## src/day_count_to_calendar_date_defines.svh

```systemverilog
// Assertion macros shared by the calendar date converter RTL.
// Define NO_ASSERTIONS to compile every check away; nothing else is required.
`ifndef DAY_COUNT_TO_CALENDAR_DATE_DEFINES_SVH
`define DAY_COUNT_TO_CALENDAR_DATE_DEFINES_SVH

`ifndef NO_ASSERTIONS
// Checks a condition at every clock edge outside reset.
`define DCD_ASSERT_HOLDS(label, clk, rst, cond) \
   label: assert property (@(posedge clk) disable iff (rst) (cond)) \
      else $error("dcd assertion failed");
// Checks that the consequent holds in the cycle after the antecedent.
`define DCD_ASSERT_NEXT(label, clk, rst, ante, cons) \
   label: assert property (@(posedge clk) disable iff (rst) (ante) |=> (cons)) \
      else $error("dcd assertion failed");
`else
`define DCD_ASSERT_HOLDS(label, clk, rst, cond)
`define DCD_ASSERT_NEXT(label, clk, rst, ante, cons)
`endif

`endif

```

## src/dcd_pkg.sv

```systemverilog
// Constants and the month start table of the calendar date converter.
// Depends on nothing; imported by day_count_to_calendar_date.
package dcd_pkg;

   localparam int unsigned DaysOffset     = 731;   // 1976-01-01 to 1978-01-01
   localparam int unsigned BaseYear       = 1976;
   localparam int unsigned DaysPerYear    = 365;
   localparam int unsigned DaysPerLeap    = 366;
   localparam int unsigned DaysPerQuad    = 3 * DaysPerYear + DaysPerLeap;
   localparam int unsigned LastDay2099    = 44559;
   localparam int unsigned MinutesPerHour = 60;
   localparam int unsigned TicksPerSecond = 50;
   localparam int unsigned SecondsPerMin  = 60;
   localparam int unsigned MonthCount     = 12;

   // Reciprocals that round down, so each quotient estimate is exact or one low.
   localparam int unsigned QuadRecip  = 2870;
   localparam int unsigned QuadShift  = 22;
   localparam int unsigned HourRecip  = 273;
   localparam int unsigned HourShift  = 14;
   localparam int unsigned SecRecip   = 1310;
   localparam int unsigned SecShift   = 16;

   // First day of a month, counted from 0 within the year.
   function automatic logic [8:0] month_start(input logic [3:0] month, input logic leap);
      logic [8:0] base;
      case (month)
         4'd0:    base = 9'd0;
         4'd1:    base = 9'd31;
         4'd2:    base = 9'd59;
         4'd3:    base = 9'd90;
         4'd4:    base = 9'd120;
         4'd5:    base = 9'd151;
         4'd6:    base = 9'd181;
         4'd7:    base = 9'd212;
         4'd8:    base = 9'd243;
         4'd9:    base = 9'd273;
         4'd10:   base = 9'd304;
         4'd11:   base = 9'd334;
         default: base = 9'd0;
      endcase
      if (leap && (month >= 4'd2)) begin
         base = base + 9'd1;
      end
      return base;
   endfunction

endpackage

```

## src/day_count_to_calendar_date.sv

```systemverilog
// Calendar date converter: day count since 1978, minute of day and 1/50 s ticks in,
// year, month, day, hour, minute, second and an out-of-range flag out.
// Depends on dcd_pkg and day_count_to_calendar_date_defines.svh.
//
// The converter is a five-stage pipeline that takes one timestamp beat in every
// cycle in which req_stall is low. The whole pipeline advances together: while
// a finished result is held by rsp_stall, req_stall is raised and every stage
// keeps its contents. Stage one forms reciprocal products for the four-year
// cycle, hour and second quotients, stage two the remainders, stage three
// corrects the quotient estimates, stage four picks the year within the cycle,
// and stage five finds the month against the month start table. Every fourth
// year counted from 1976 is a leap year, with no century rule; out_of_range
// flags day counts past 31 December 2099.
`include "day_count_to_calendar_date_defines.svh"

module day_count_to_calendar_date
   import dcd_pkg::*;
(
   input  logic        clock,
   input  logic        reset,
   input  logic        req_valid,
   output logic        req_stall,
   input  logic [15:0] req_day_count,
   input  logic [10:0] req_minute_of_day,
   input  logic [11:0] req_tick_count,
   output logic        rsp_valid,
   input  logic        rsp_stall,
   output logic [11:0] rsp_year,
   output logic [3:0]  rsp_month_index,
   output logic [4:0]  rsp_day_of_month,
   output logic [4:0]  rsp_hour,
   output logic [5:0]  rsp_minute,
   output logic [5:0]  rsp_second,
   output logic        rsp_out_of_range
);

   logic advance;

   // Stage 1: quotient estimates.
   logic        v1_ff;
   logic [16:0] days1_ff, days1_in;
   logic [5:0]  q1_ff, q1_in;
   logic [10:0] mod1_ff;
   logic [5:0]  h1_ff, h1_in;
   logic [11:0] tk1_ff;
   logic [6:0]  s1_ff, s1_in;
   logic        oor1_ff, oor1_in;
   logic [28:0] quad_prod;
   logic [19:0] hour_prod;
   logic [22:0] sec_prod;

   // Stage 2: remainders of the estimates.
   logic        v2_ff;
   logic [11:0] rem2_ff, rem2_in;
   logic [5:0]  q2_ff;
   logic [6:0]  hr2_ff, hr2_in;
   logic [5:0]  h2_ff;
   logic [6:0]  sr2_ff, sr2_in;
   logic [6:0]  s2_ff;
   logic        oor2_ff;

   // Stage 3: corrected quotients.
   logic        v3_ff;
   logic [10:0] rem3_ff, rem3_in;
   logic [5:0]  q3_ff, q3_in;
   logic [4:0]  h3_ff, h3_in;
   logic [5:0]  min3_ff, min3_in;
   logic [6:0]  stot3_ff, stot3_in;
   logic        oor3_ff;

   // Stage 4: year within the cycle.
   logic        v4_ff;
   logic [11:0] year4_ff, year4_in;
   logic [8:0]  doy4_ff, doy4_in;
   logic        leap4_ff, leap4_in;
   logic [4:0]  h4_ff;
   logic [5:0]  min4_ff;
   logic [5:0]  sec4_ff, sec4_in;
   logic        oor4_ff;

   // Stage 5: output register.
   logic        v5_ff;
   logic [11:0] year5_ff;
   logic [3:0]  month5_ff, month5_in;
   logic [4:0]  day5_ff, day5_in;
   logic [4:0]  h5_ff;
   logic [5:0]  min5_ff;
   logic [5:0]  sec5_ff;
   logic        oor5_ff;

   assign advance   = !(v5_ff && rsp_stall);
   assign req_stall = !advance;

   always_comb begin
      days1_in  = 17'(req_day_count) + 17'(DaysOffset);
      quad_prod = 29'(days1_in) * 29'(QuadRecip);
      q1_in     = 6'(quad_prod >> QuadShift);
      hour_prod = 20'(req_minute_of_day) * 20'(HourRecip);
      h1_in     = 6'(hour_prod >> HourShift);
      sec_prod  = 23'(req_tick_count) * 23'(SecRecip);
      s1_in     = 7'(sec_prod >> SecShift);
      oor1_in   = (req_day_count > 16'(LastDay2099));
   end

   always_comb begin
      rem2_in = 12'(days1_ff - 17'(q1_ff) * 17'(DaysPerQuad));
      hr2_in  = 7'(mod1_ff - 11'(h1_ff) * 11'(MinutesPerHour));
      sr2_in  = 7'(tk1_ff - 12'(s1_ff) * 12'(TicksPerSecond));
   end

   always_comb begin
      if (rem2_ff >= 12'(DaysPerQuad)) begin
         q3_in   = q2_ff + 6'd1;
         rem3_in = 11'(rem2_ff - 12'(DaysPerQuad));
      end else begin
         q3_in   = q2_ff;
         rem3_in = 11'(rem2_ff);
      end
      // The hour is kept to its five bits, so large minute counts wrap.
      if (hr2_ff >= 7'(MinutesPerHour)) begin
         h3_in   = 5'(h2_ff + 6'd1);
         min3_in = 6'(hr2_ff - 7'(MinutesPerHour));
      end else begin
         h3_in   = 5'(h2_ff);
         min3_in = 6'(hr2_ff);
      end
      if (sr2_ff >= 7'(TicksPerSecond)) begin
         stot3_in = s2_ff + 7'd1;
      end else begin
         stot3_in = s2_ff;
      end
   end

   always_comb begin
      logic [1:0]  yoff;
      logic [10:0] ystart;
      // The first year of each four-year cycle is the leap year.
      if (rem3_ff < 11'(DaysPerLeap)) begin
         yoff   = 2'd0;
         ystart = 11'd0;
      end else if (rem3_ff < 11'(DaysPerLeap + DaysPerYear)) begin
         yoff   = 2'd1;
         ystart = 11'(DaysPerLeap);
      end else if (rem3_ff < 11'(DaysPerLeap + 2 * DaysPerYear)) begin
         yoff   = 2'd2;
         ystart = 11'(DaysPerLeap + DaysPerYear);
      end else begin
         yoff   = 2'd3;
         ystart = 11'(DaysPerLeap + 2 * DaysPerYear);
      end
      leap4_in = (yoff == 2'd0);
      doy4_in  = 9'(rem3_ff - ystart);
      year4_in = 12'(BaseYear) + 12'({q3_ff, 2'b00}) + 12'(yoff);
      if (stot3_ff >= 7'(SecondsPerMin)) begin
         sec4_in = 6'(stot3_ff - 7'(SecondsPerMin));
      end else begin
         sec4_in = 6'(stot3_ff);
      end
   end

   always_comb begin
      month5_in = 4'd0;
      for (int i = 1; i < MonthCount; i++) begin
         if (doy4_ff >= month_start(4'(i), leap4_ff)) begin
            month5_in = month5_in + 4'd1;
         end
      end
      day5_in = 5'(doy4_ff - month_start(month5_in, leap4_ff) + 9'd1);
   end

   always_ff @(posedge clock) begin
      if (reset) begin
         v1_ff <= 1'b0;
         v2_ff <= 1'b0;
         v3_ff <= 1'b0;
         v4_ff <= 1'b0;
         v5_ff <= 1'b0;
      end else if (advance) begin
         v1_ff <= req_valid;
         v2_ff <= v1_ff;
         v3_ff <= v2_ff;
         v4_ff <= v3_ff;
         v5_ff <= v4_ff;
      end
   end

   always_ff @(posedge clock) begin
      if (advance) begin
         days1_ff  <= days1_in;
         q1_ff     <= q1_in;
         mod1_ff   <= req_minute_of_day;
         h1_ff     <= h1_in;
         tk1_ff    <= req_tick_count;
         s1_ff     <= s1_in;
         oor1_ff   <= oor1_in;

         rem2_ff   <= rem2_in;
         q2_ff     <= q1_ff;
         hr2_ff    <= hr2_in;
         h2_ff     <= h1_ff;
         sr2_ff    <= sr2_in;
         s2_ff     <= s1_ff;
         oor2_ff   <= oor1_ff;

         rem3_ff   <= rem3_in;
         q3_ff     <= q3_in;
         h3_ff     <= h3_in;
         min3_ff   <= min3_in;
         stot3_ff  <= stot3_in;
         oor3_ff   <= oor2_ff;

         year4_ff  <= year4_in;
         doy4_ff   <= doy4_in;
         leap4_ff  <= leap4_in;
         h4_ff     <= h3_ff;
         min4_ff   <= min3_ff;
         sec4_ff   <= sec4_in;
         oor4_ff   <= oor3_ff;

         year5_ff  <= year4_ff;
         month5_ff <= month5_in;
         day5_ff   <= day5_in;
         h5_ff     <= h4_ff;
         min5_ff   <= min4_ff;
         sec5_ff   <= sec4_ff;
         oor5_ff   <= oor4_ff;
      end
   end

   assign rsp_valid        = v5_ff;
   assign rsp_year         = year5_ff;
   assign rsp_month_index  = month5_ff;
   assign rsp_day_of_month = day5_ff;
   assign rsp_hour         = h5_ff;
   assign rsp_minute       = min5_ff;
   assign rsp_second       = sec5_ff;
   assign rsp_out_of_range = oor5_ff;

   `DCD_ASSERT_NEXT(a_held_result_stays, clock, reset, rsp_valid && rsp_stall, rsp_valid)
   `DCD_ASSERT_HOLDS(a_month_in_range, clock, reset, !rsp_valid || (rsp_month_index <= 4'd11))
   `DCD_ASSERT_HOLDS(a_day_nonzero, clock, reset, !rsp_valid || (rsp_day_of_month != 5'd0))
   `DCD_ASSERT_HOLDS(a_time_in_range, clock, reset,
      !rsp_valid || ((rsp_minute <= 6'd59) && (rsp_second <= 6'd59)))
   `DCD_ASSERT_HOLDS(a_flag_matches_year, clock, reset,
      !rsp_valid || (rsp_out_of_range == (rsp_year >= 12'd2100)))

endmodule
```

## config.mk

```make
export PLATFORM = sky130hd
export DESIGN_NAME = day_count_to_calendar_date
export DESIGN_NICKNAME = d
export VERILOG_FILES = /design/src/dcd_pkg.sv /design/src/day_count_to_calendar_date.sv
export VERILOG_INCLUDE_DIRS = /design/src /design/src/src
export SDC_FILE = /design/constraint.sdc
export NUM_CORES = 1
export LEC_CHECK = 0
export BUFFER_PORTS_ARGS = -buffer_cell sky130_fd_sc_hd__buf_2
export CAP_MARGIN = 20
export CORE_MARGIN = 2
export CORE_UTILIZATION = 54
export DETAILED_ROUTE_END_ITERATION = 16
export GPL_TIMING_DRIVEN = 0
export PLACE_DENSITY = 0.71
export SLEW_MARGIN = 20
export SYNTH_ARGS = -nofsm -noshare
export SYNTH_HDL_FRONTEND = slang
export SYNTH_SLANG_ARGS = --single-unit
```

## constraint.sdc

```tcl
create_clock -name clock -period 11.43 [get_ports clock]
set_input_delay 1.143 -clock clock [delete_from_list [all_inputs] [get_ports clock]]
set_output_delay 1.143 -clock clock [all_outputs]
set_load 0.01 [all_outputs]
```

== Yosys cells after proc, flatten, opt, wreduce, memory -nomap -nowiden ==
Memories as Yosys holds them, arrays and structs flattened.
Cells that the tools add are included.
Word-level totals
  register bits after elaboration: 211
  bits in read-only memories: 144
  input bits: 43
  output and inout bits: 41
  logic and storage cells: 129
  memories: 1
Memory list
  (name not given): words 16, bits a word 9, read ports 1, clocked after memory_dff 0, write ports 0, line dcd_pkg.sv:27  | case (month)
Operators by class
  add/sub/neg operators: 26
  multipliers: 6
  order comparisons: 20
  multiplexer cells: 34
  reductions and logical operators: 3
Operators with widths (count)
  $mux 4: 11
  $add 4x1->4 const B: 10
  $ge 9x8->1: 4
  $ge 9x9->1: 3
  $mul 17x11->27 const B: 1
  $mul 12x10->22 const B: 1
  $ge 7x6->1 const B: 3
  $mul 11x9->20 const B: 1
  $ge 9x7->1: 2
  $mux 6: 3
  $mux 9: 2
  $add 16x10->17 const B: 1
  $gt 16x16->1 const B: 1
  $add 5x1->5 const B: 3
  $sub 7x7->7: 2
  $add 11x8->12 const A: 1
  $add 12x2->12: 1
  $ge 12x11->1 const B: 1
  $mul 6x11->12 const B: 1
  $sub 12x12->12: 1
  $sub 6x6->6 const B: 2
  $lt 11x10->1 const B: 1
  $lt 11x11->1 const B: 1
  $lt 11x9->1 const B: 1
  other kinds (19): 31

== Longest topological paths before layout ==
Gate-level depths: netlist of the first run.
  depth after elaboration: 27
  depth in mapped cells: 46
  gate-level depth less buffers: 46

== Worst setup path before layout of the first run ==
OpenSTA, ideal clock, no wires.
  kind: reg2reg
  start: reg leap4_ff
  end: reg day5_ff[4], in the netlist rsp_day_of_month[4], data pin
  arrival time: 9.467 ns
  required time: 11.169 ns
  path slack: 1.702 ns
  stages on the path, launching flop included: 46
  buffers on the path: 0
  period minus slack after synthesis: 9.728 ns
  path through: edfxtp_1 > inv_1 > ha_1 > nand2b_1 > a221o_1 > a311o_1 > ha_1 > or4_4 > o2111ai_1 > a311oi_4 > ha_1 > nor2_1 > a21oi_1 > ha_1 > nand3b_1 > o22a_1 > and2_1 > xor2_1 > [10 not listed] > xnor2_1 > mux2_2 > ha_1 > inv_1 > a22o_1 > inv_1 > ha_1 > o31ai_2 > ha_1 > mux2_2 > ha_1 > inv_1 > ha_1 > a21o_1 > a21oi_1 > xnor2_1 > xnor2_1 > xnor2_1
On the way
  cells in the longest elaborated chain, start to end: 26
  elaborated cells on any way between the ends: 46
RTL lines
  start: declaration: line day_count_to_calendar_date.sv:75  | logic leap4_ff, leap4_in;
  start signal: assignment: line day_count_to_calendar_date.sv:214  | leap4_ff <= leap4_in;
  $mux 3: line dcd_pkg.sv:42  | if (leap && (month >= 4'd2)) begin
  $ge 9x6->1: line day_count_to_calendar_date.sv:164  | if (doy4_ff >= month_start(4'(i), leap4_ff)) begin
  $mux 4: line day_count_to_calendar_date.sv:164
  $add 4x1->4: line day_count_to_calendar_date.sv:165  | month5_in = month5_in + 4'd1;
  $mux 4: line day_count_to_calendar_date.sv:164
  $add 4x1->4: line day_count_to_calendar_date.sv:165
  $mux 4: line day_count_to_calendar_date.sv:164
  $add 4x1->4: line day_count_to_calendar_date.sv:165
  [12 not listed]
  $mux 4 (*): line day_count_to_calendar_date.sv:164
  named net month5_in[1]: line day_count_to_calendar_date.sv:84  | logic [3:0] month5_ff, month5_in;
  $mem_v2 16x9 or $ge 4x2->1 (tied branches)
  $add 5x1->5 or $logic_and 1x1->1 (tied branches): line dcd_pkg.sv:43, dcd_pkg.sv:42
  $mux 5 (*): line dcd_pkg.sv:42
  $sub 5x5->5 (*): line day_count_to_calendar_date.sv:168  | day5_in = 5'(doy4_ff - month_start(month5_in, leap4_ff) + 9'd1);
  $add 5x1->5 (*): line day_count_to_calendar_date.sv:168
  named net day5_in[4]: line day_count_to_calendar_date.sv:85  | logic [4:0] day5_ff, day5_in;
  end signal: assignment: line day_count_to_calendar_date.sv:222  | day5_ff <= day5_in;
  end: declaration: line day_count_to_calendar_date.sv:85
The timed path passes the listed nets; every way through them passes the cells marked *.
A chain may end at the register's enable or synchronous reset.

== Worst setup path after layout of the first run ==
Ends and elaborated chain as after synthesis.

==> results of run 1 <==
==> cell type report <==
class                           instances  area (um2)  area share
Clock inverter                         16       120.1    0.006215
Tap cell                              442       553.0     0.02862
Buffer                                  8       41.29    0.002136
Sequential cell                       208        6196      0.3206
Inverter                              282        1059     0.05477
Clock buffer                           23       554.3     0.02868
Multi-Input combinational cell       1019       10310      0.5336
Timing Repair Buffer                   86       490.5     0.02538
==> Yosys cell counts (5+ instances only) <==
library cell / n
sky130_fd_sc_hd__nor2b_1: 12
sky130_fd_sc_hd__nand4_1: 6
sky130_fd_sc_hd__edfxtp_1: 203
sky130_fd_sc_hd__a21o_1: 32
sky130_fd_sc_hd__and2_1: 6
sky130_fd_sc_hd__nand2_1: 69
sky130_fd_sc_hd__xnor2_1: 100
sky130_fd_sc_hd__inv_1: 281
sky130_fd_sc_hd__xor2_1: 35
sky130_fd_sc_hd__o21a_1: 20
sky130_fd_sc_hd__ha_1: 307
sky130_fd_sc_hd__a31oi_1: 9
sky130_fd_sc_hd__nor2_1: 52
sky130_fd_sc_hd__nand2b_1: 14
sky130_fd_sc_hd__fa_1: 123
sky130_fd_sc_hd__a21oi_1: 55
sky130_fd_sc_hd__nor3_1: 16
sky130_fd_sc_hd__mux2_2: 7
sky130_fd_sc_hd__dfxtp_1: 5
sky130_fd_sc_hd__o21ai_0: 33
sky130_fd_sc_hd__nand3_1: 15
sky130_fd_sc_hd__o21bai_1: 7
sky130_fd_sc_hd__or2_2: 5
sky130_fd_sc_hd__a211oi_1: 6
==> metrics by stage <==
| stage | cell area (um2) | utilization | setup WS (ns) | hold WS [ns] | std cells |
|---|---|---|---|---|---|
| 6_report | 19330 | 0.5985 | 0.6207 | 0.4017 | 2084 |
| 5_1_grt | 19330 | 0.5985 | 0.003900 | 0.4219 | 2084 |
| 4_1_cts | 19330 | 0.5985 | 0.6450 | 0.4023 | 2084 |
| 3_5_place_dp | 18650 | 0.5777 | 0.6478 | 0.4045 | 2045 |
| 3_3_place_gp | 18570 | 0.5751 | 0.8526 | 0.4012 | 2042 |
| 2_1_floorplan | 17600 | - | 1.702 | 0.4003 | 1517 |
==> worst reg2reg max path, delay by kind of cell (launching register included) <==
family	cells	cell delay [ns]
compound gates	16	3.55
xor+xnor	6	0.93
fa+ha+maj	11	3.26
buf+inv	4	0.52
flops	1	0.45
mux	2	0.53
simple gates	6	1.32
==> metal layers <==
| layer | vias to the layer above | wire length [um] | GRT usage |
|---|---|---|---|
| met5 | - | 0 | 0 |
| met4 | 0 | 529 | 0.04192 |
| met3 | 40 | 833 | 0.01877 |
| met2 | 135 | 14280 | 0.3134 |
| met1 | 5077 | 12720 | 0.2231 |
| li1 | 5416 | - | - |
==> flip-flops by register name (all words and copies together) (netlist names), 7 cells and up <==
register  count
year4_ff     12
rem2_ff      12
mod1_ff       7
s1_ff         7
hr2_ff        7
doy4_ff       9
days1_ff     12
rem3_ff      11
stot3_ff      7
s2_ff         7
rsp_year     12
==> final timing paths <==
kind               startpoint  slack, ns                  end  cells after the start
setup / recovery     leap4_ff       0.62  rsp_day_of_month[4]                     45
hold / removal    year4_ff[9]       0.40          rsp_year[9]                      0
setup reg to reg     leap4_ff       0.62  rsp_day_of_month[4]                     45
hold reg to reg   year4_ff[9]       0.40          rsp_year[9]                      0
==> cells by family after synthesis <==
logic type / Yosys count / synth area share
buffers and inverters: 290 / 0.06249
DFF: 208 / 0.3520
xor gates and xnor gates: 140 / 0.07351
and+or+nand+nor: 220 / 0.06163
muxes: 9 / 0.005616
AOI/OAI and AO/OA: 220 / 0.08659
adders and majority gates: 430 / 0.3581
==> results summary, run 1 <==
The flow ran to the end, and the final reports show no timing, DRC or antenna violations. The number of antenna violations at the first check in global routing is 0. Leaving out fill and tap cells, the most frequent cells in the layout are sky130_fd_sc_hd__ha_1 (307), sky130_fd_sc_hd__inv_1 (281), sky130_fd_sc_hd__edfxtp_1 (203).

After global routing the overflow that remains totals 0. Entering global routing, the biggest net connects 62 pins. In this run the standard cell core region covers 0.03229 mm2.

The share of synthesized area in the top cell type comes to 0.3463. The transition at the pin with the smallest max-transition slack came out at 0.9524 ns. When the netlist entered floorplanning its net count stood at 1990.

The clock tree from TritonCTS is yes. The clock buffer count from CTS is 22. The count of final max-slew check failures is 0. The iteration count of the initial detailed-routing pass came out at 4. The mean number of vias per cell is 5.119.

The number of flops mapped to enable cells by yosys came out at 203. The row count is 66. Setup violations remaining at the end of the flow were counted as 0. The largest stage delay on the critical path came out at 0.54 ns. For this run, asynchronously set or reset flops after synthesis account for 0. The count of buffers from port buffering came out at 83. The worst-path maximum fanout came out at 8.

The worst endpoint data arrival time is 11.06 ns. CTS placed an instance of sky130_fd_sc_hd__clkbuf_16 at the clock tree root. The routed design has 28360 um of wire. After detailed routing, the average wire length per cell comes to 13.61 um. The floorplan die height is 184.5 um. CTS saw 208 sinks. The highest clock rate is 92.51 MHz. The initial standard-cell utilization of the core came out at 0.5451. The post-route clock period utilization is 0.9457.

The via count of the routed design came out at 10670. Data on the critical path is required at its endpoint by 11.68 ns. After clock tree synthesis, the repair step resized 0 gates. Post-CTS timing repair inserted 0 buffers for setup. The remaining number of nets flagged by the antenna check after routing came out at 0. The number of DRC markers in iteration 0 came out at 379. The number of instances in the synthesized netlist is 1517. The first-pass GRT wire length is 48590 um. Summed over all instances, the cell type with the most area after synthesis is sky130_fd_sc_hd__edfxtp_1.

Grouping stages by cell kind, the critical path spends the most delay in compound AO/OA/AOI/OAI gates. In this run the count of I/O pins placed on the die edge is 84. Leaving out fill and tap cells, the most frequent cell in the layout is sky130_fd_sc_hd__ha_1. At the end of the flow, the number of nets in the layout was 2100. Of the synthesized area, sequential elements account for 0.3520. For the final routed database, the setup TNS stands at 0 ns. The average cell area after synthesis came out at 11.60 um2. The worst setup path is launched from a register. The overall die width is 184.5 um.

The synthesized netlist occupies a cell area of 0.01760 mm2. The clock-pin slew on the worst setup and hold paths came out at 0.07 ns. After synthesis, the cell types taking the most area are sky130_fd_sc_hd__edfxtp_1 (35%), sky130_fd_sc_hd__ha_1 (22%), sky130_fd_sc_hd__fa_1 (14%). The number of buffers inserted for hold repair after clock tree synthesis is 0. In the synthesized netlist the dominant register cell turns out to be sky130_fd_sc_hd__edfxtp_1. The number of warning messages in the yosys log came out at 0. The number of DRC violations after detailed routing is 0. The cell with the largest stage delay on the worst path is sky130_fd_sc_hd__or4_4.

Synthesis inferred 208 register bits. Counting along the longest clock path gives a buffer depth of 3. Across the run, the number of max-cap violations was 0. The critical path in this run is classified as register to register.

The total routing usage reported by global routing came out at 0.1735. The count of final hold-check violations came out at 0. The number of global-route vias before repair is 10780. The die covers 0.03405 mm2. The clock period could shrink to 10.81 ns.

The antenna diode instance count came out at 0. The number of different library cells used by synthesis comes to 80. The clock latency at the later pin of the worst-skew pair came out at 0.51 ns. The sum of net half-perimeters after detailed placement is 23120 um.

The congestion estimate from routability-driven global placement came to 0.8635. Of the cells placed in the final design, the portion with a size suffix greater than 1 is 0.09440. The post-route clock skew is 0.01691 ns. The path class of the tightest hold or removal check is register to register. Setup repair after global routing left no endpoint under its margin. The number of buffer and inverter stages on the critical path is 4. From synthesis to final layout, the design area changed by 9.803%. The worst slew slack as a fraction of its limit came out at 0.3605. The endpoint type of the worst setup path is a register. The H-tree depth reported by CTS is 1. In this design, the critical path's most frequently occurring cell is sky130_fd_sc_hd__ha_1.

Counting the fill cells in the layout gives 2651.
Power of run 1 is not shown: default switching activity piles up to over one toggle a cycle in this logic, so the estimate is an artifact.
==> inputs of run 2 (changes only) <==
- CORE_ASPECT_RATIO: default -> 0.6
- PLACE_DENSITY: 0.71 -> 0.81
- SETUP_SLACK_MARGIN: default -> 0.02
==> run 2 against run 1 <==
Die area is 0.14% higher. Register-to-register slack worse by 0.04 ns. Clock skew hardly changed. First-iteration DRC count is 36% higher. Utilization hardly changed. Sequential cell count stayed put. Critical path depth stayed put. Worst hold slack better by 0.0048 ns. Routed wire length is 9.3% higher. Via count is 1.9% higher. Critical path type unchanged.
==> results summary, run 2 (synthesis gave the netlist of run 1 again) <==
The transition at the pin with the smallest max-transition slack came out at 1.043 ns. The met1 layer wirelength in the final routing came out at 15370 um. The clock-pin slew on the worst setup and hold paths came out at 0.06 ns.

The longest clock path from root to sink contains 3 buffers. The largest stage delay on the critical path is 0.55 ns. The setup check on the worst reg-to-reg path leaves a slack of 0.58 ns. The startpoint identified for the worst register-to-register timing path is leap4_ff. For the worst-skew pair, the clock arrives at the later sink with an insertion delay of 0.50 ns. The count of final max-slew check failures came out at 0. The overall die area came out at 0.03410 mm2. The worst-path maximum fanout is 8. For this design, the slowest cell found on the critical path is sky130_fd_sc_hd__or4_4. The final layout contains 2100 nets. The overall die width came out at 237.1 um. Leaving out fill and tap cells, the most frequent cell in the layout is sky130_fd_sc_hd__ha_1. Once detail routing completed, the nets flagged for antenna violations numbered 0. The ratio of cells with drive above 1 in the final layout came out at 0.09622. STA classifies the critical path endpoint as a register. The post-route clock period utilization came out at 0.9489. The number of antenna violations at the first check in global routing came out at 0. The routed design has 30990 um of wire.

The filler cell count in the final layout is 2540. The endpoint identified for the worst register-to-register timing path is rsp_day_of_month[4]. Setup violations remaining at the end of the flow were counted as 0. The weighted congestion reported at the end of routability-driven placement is 0.8757. The iteration count of the initial detailed-routing pass is 5. The highest clock rate is 92.20 MHz. The critical path ends at rsp_day_of_month[4]. The flow ran to the end, and the final reports show no timing, DRC or antenna violations. The clock buffer count from CTS is 21. In this run the number of H-tree levels came out at 1. The count of final hold-check violations was 0. The antenna diode instance count is 0.

The most prevalent standard cell on the critical path is sky130_fd_sc_hd__ha_1. The initial standard-cell utilization of the core is 0.5451. Counting every sink on the clock net gives 208. The critical path required time came out at 11.68 ns. The sum of net half-perimeters after detailed placement is 25460 um. The launch point of the critical path is leap4_ff. The floorplan die height is 143.8 um.

The row count came out at 51. The critical path is of the register to register type. The I/O pin count came out at 84. The startpoint identified for the worst hold timing path is q3_ff[0].

In this run the clock root is driven by a sky130_fd_sc_hd__clkbuf_16. The number of DRC markers in iteration 0 came out at 515. The routed length on met3 came out at 1182 um. The library cells used most frequently in the layout, excluding fill and tap cells, are sky130_fd_sc_hd__ha_1 (307), sky130_fd_sc_hd__inv_1 (280), sky130_fd_sc_hd__edfxtp_1 (203). The via count of the routed design is 10870. In the routed design, unresolved DRC markers number 0. Port buffering added 83 buffers.

TritonCTS built the clock tree. The number of global-route vias before repair is 10850. The number of buffers inserted for hold repair after clock tree synthesis is 0. The critical path startpoint category is a register. From synthesis to final layout, the design area changed by 9.732%.

Setup repair after global routing left no endpoint under its margin. The first global-routing pass estimated 51980 um of wire. The worst endpoint data arrival time came out at 11.09 ns. Measured in cells, the most critical reg-to-reg path has a length of 45. Across the run, the number of max-cap violations was 0.

Routed signal wires occupy layers up through met4. The total routing usage reported by global routing is 0.1860. The aggregate negative setup slack came out at 0 ns. The worst slew slack as a fraction of its limit is 0.2995. Global routing finished with a remaining overflow of 0. The post-route clock skew came out at 0.01739 ns. The placeable core region came out at 0.03229 mm2. The time the worst path needs with I/O delays and setup is 10.85 ns. The routed wirelength normalized by instance count came out at 15.00 um. Wire segments on met2 add up to 14100 um in the final route. Entering global routing, the biggest net connects 61 pins.

The worst hold path class is register to register. The mean number of vias per cell came out at 5.259.
run 2: layout make-up:
class	count	area (um2)	area share
multi-input cells	1019	10320	0.5343
clock inverters	14	133.9	0.006932
inverters	282	1059	0.05481
repair buffers	87	498.0	0.02578
well taps	424	530.5	0.02747
clock buffers	24	536.8	0.02779
flip-flops and latches	208	6196	0.3208
plain buffers	8	41.29	0.002138
run 2: worst min path at each step:
stage	end	slack, ns	cells past startpoint
2_1_floorplan	h4_ff[0]	0.40	0
3_3_place_gp	min4_ff[3]	0.40	0
3_5_place_dp	h4_ff[3]	0.40	0
4_1_cts	year4_ff[2]	0.41	0
5_1_grt	rsp_hour[2]	0.42	0
6_report	year4_ff[2]	0.41	0
run 2: metal layers:
layer  track usage  up-vias
met5             0        -
met2        0.3042      199
met3       0.02017       27
li1              -     5412
met4       0.02913        0
met1        0.2741     5228
run 2: stage by stage:
| stage | cell area [um2] | setup WS, ns | std cells | utilization | hold slack [ns] |
|---|---|---|---|---|---|
| after floorplan | 17600 | 1.702 | 1517 | - | 0.4003 |
| after global placement | 18550 | 0.7982 | 2024 | 0.5744 | 0.4019 |
| after detailed placement | 18630 | 0.4727 | 2027 | 0.5770 | 0.4045 |
| after CTS | 19300 | 0.4318 | 2065 | 0.5977 | 0.4122 |
| after global routing | 19310 | 0.01636 | 2066 | 0.5982 | 0.4238 |
| final | 19310 | 0.5841 | 2066 | 0.5982 | 0.4065 |
run 2: worst max-delay path: cells and delay by family (launching register included):
| family | cells | cell delay [ns] |
|---|---|---|
| AOI/OAI and AO/OA | 16 | 3.44 |
| adders and majority gates | 11 | 3.33 |
| and+or+nand+nor | 6 | 1.36 |
| xor gates and xnor gates | 6 | 0.93 |
| muxes | 2 | 0.55 |
| DFF | 1 | 0.50 |
| buffers and inverters | 4 | 0.47 |
run 2: what timing repair did:
action	4_1_cts	5_1_grt
endpoints found under the setup margin	0	3
setup buffers	0	1
resized for setup	0	2
Power of run 2 is left out for the same reason.
==> inputs of run 3 (changes only) <==
==> constraint.sdc (replaced) <==
create_clock -name clock -period 11.43 [get_ports clock]
set_input_delay 3.429 -clock clock [delete_from_list [all_inputs] [get_ports clock]]
set_output_delay 3.429 -clock clock [all_outputs]
set_load 0.01 [all_outputs]
==> run 3 against run 2 <==
Worst hold slack improved by 0.0070 ns. Clock-buffer cell count unchanged. Via count is 0.91% higher. Critical path depth stayed put. Routed wire length up 0.99%. Non-clock buffer count shrank 1.
==> results summary, run 3 (synthesis gave the netlist of run 1 again) <==
The iteration count of the initial detailed-routing pass is 5. The worst slew slack as a fraction of its limit is 0.4114. The row count is 51. The worst setup path is of the register to register kind. The floorplan step defined a core boundary enclosing 0.03229 mm2.

The cell with the largest stage delay on the worst path is sky130_fd_sc_hd__or4_4. Across the run, the number of max-cap violations was 0. The met1 usage came out at 0.2699. In the routed design, unresolved DRC markers number 0.

In this run the most used layer during global routing was met2. The largest stage delay on the critical path is 0.55 ns. The maximum number of pins on one net before global-route repair came out at 106. Setup violations remaining at the end of the flow were counted as 0.

The most common cell after layout, fill and taps aside is sky130_fd_sc_hd__ha_1. The post-route clock skew came out at 0.008806 ns. The count of buffers from port buffering came out at 83. The clock buffer count from CTS is 21. The number of antenna violations at the first check in global routing came out at 0. The time the worst path needs with I/O delays and setup came out at 10.76 ns. The number of DRC markers in iteration 0 is 511. The I/O pin count is 84.

The post-route clock period utilization is 0.9414. The count of final max-slew check failures is 0. The area growth from synthesis to layout is 9.661%. At the pin with the least slew margin, the transition time is 0.8767 ns. The antenna diode instance count is 0.

The met2 usage in global routing is 0.3108. The root cell of the clock tree is sky130_fd_sc_hd__clkbuf_16. TritonCTS built the clock tree. The aggregate negative setup slack is 0 ns.

The ratio of cells with drive above 1 in the final layout is 0.09213. The routed wirelength normalized by instance count came out at 15.17 um. The via count of the routed design came out at 10970. For hold timing, the worst endpoint is year4_ff[2]. The sum of net half-perimeters after detailed placement came out at 25520 um. The post-detailed-routing wire length came out at 31300 um. The run finished with clean final reports. The clock latency at the later pin of the worst-skew pair is 0.48 ns. The critical path required time came out at 11.66 ns.

The final-stage net count came out at 2099. The remaining number of nets flagged by the antenna check after routing is 0. The count of final hold-check violations came out at 0. The cell depth of the worst flop-to-flop path is 45. Counting the fill cells in the layout gives 2561. For this run, global-route usage on met3 was measured as 0.02094. The first global-routing pass estimated 52470 um of wire.

In the layout the commonest cells are sky130_fd_sc_hd__ha_1 (307), sky130_fd_sc_hd__inv_1 (280), sky130_fd_sc_hd__edfxtp_1 (203). Based on the critical path, the design can be clocked at up to 92.93 MHz. The number of cells traversed by the worst hold path is 0.

In this run the most critical hold path is launched from q3_ff[0]. The worst-path maximum fanout is 8. Among the stages of the critical path, the cell type that occurs most often is sky130_fd_sc_hd__ha_1.

The initial utilization of the core area, before any placement, comes to 0.5451. The weighted congestion reported at the end of routability-driven placement came out at 0.8855. The number of global-route vias before repair came to 11130. The endpoint type of the worst setup path is a register. The startpoint identified for the worst register-to-register timing path is leap4_ff. The post-route standard cell area excluding fillers is 0.01930 mm2.

The mean number of vias per cell came out at 5.315. The total number of clock tree sinks is 208. The overall die width is 237.1 um. The number of buffers inserted for hold repair after clock tree synthesis came out at 0. The overall die area is 0.03410 mm2. Setup repair after global routing left no endpoint under its margin. The placed standard-cell area came out at 0.01862 mm2. The clock-pin slew on the worst setup and hold paths came out at 0.06 ns.

The setup check on the worst reg-to-reg path leaves a slack of 0.67 ns. The floorplan die height came out at 143.8 um. The critical path startpoint category is a register.

CTS built an H-tree with a depth of 1. The min-delay analysis places its worst path in the category register to register. In this run the deepest clock path goes through 3 buffers. Across every metal layer, demand over resource in global routing totals 0.1873.

The worst endpoint data arrival time came out at 10.99 ns. The global route total overflow is 0. The end of the worst register-to-register path is rsp_day_of_month[4].
-- run 3: how the worst max path moves through the flow --
stage	cells past startpoint	end	startpoint	slack, ns
floorplan	2	req_stall	rsp_stall	1.53
global placement	4	req_stall	rsp_stall	0.28
detailed placement	45	rsp_day_of_month[4]	leap4_ff	0.55
CTS	45	rsp_day_of_month[4]	leap4_ff	0.46
global route	45	rsp_day_of_month[4]	leap4_ff	0.05
finish	45	rsp_day_of_month[4]	leap4_ff	0.67
-- run 3: layout make-up --
cell class | instances | area (um2) | area share
Multi-Input combinational cell | 1019 | 10330 | 0.5354
Sequential cell | 208 | 6196 | 0.3210
Inverter | 282 | 1059 | 0.05484
Clock buffer | 24 | 536.8 | 0.02781
Tap cell | 424 | 530.5 | 0.02749
Timing Repair Buffer | 86 | 478.0 | 0.02476
Clock inverter | 12 | 126.4 | 0.006547
Buffer | 8 | 41.29 | 0.002139
-- run 3: worst max-delay path, delay by kind of cell, from the launching register on --
kind | cells | cell delay (ns)
adders and majority gates | 11 | 3.37
DFF | 1 | 0.48
xor gates and xnor gates | 7 | 1.11
muxes | 1 | 0.28
buffers and inverters | 3 | 0.42
AOI/OAI and AO/OA | 16 | 3.52
and+or+nand+nor | 7 | 1.32
-- run 3: what timing repair did --
| action | 4_1_cts | 5_1_grt |
|---|---|---|
| resized for setup | 0 | 3 |
| hold endpoints to repair | 0 | 0 |
| buffers inserted | 0 | 1 |
| endpoints found under the setup margin | 0 | 3 |
-- run 3: layer usage --
layer  share of wire  vias up
met5               0        -
met4           0.015        0
met3           0.035       42
met2            0.46      193
met1            0.49     5311
li1                -     5419
-- run 3: metrics by stage --
step / std cells / hold slack, ns / utilization / setup slack [ns]
after floorplan: 1517 / 0.4003 / - / 1.529
after global placement: 2024 / 0.4018 / 0.5745 / 0.2830
after detailed placement: 2026 / 0.4045 / 0.5766 / 0.5546
after CTS: 2062 / 0.4174 / 0.5971 / 0.4594
after global routing: 2063 / 0.4247 / 0.5978 / 0.05461
final: 2063 / 0.4136 / 0.5978 / 0.6698
Power of run 3 is left out for the same reason.
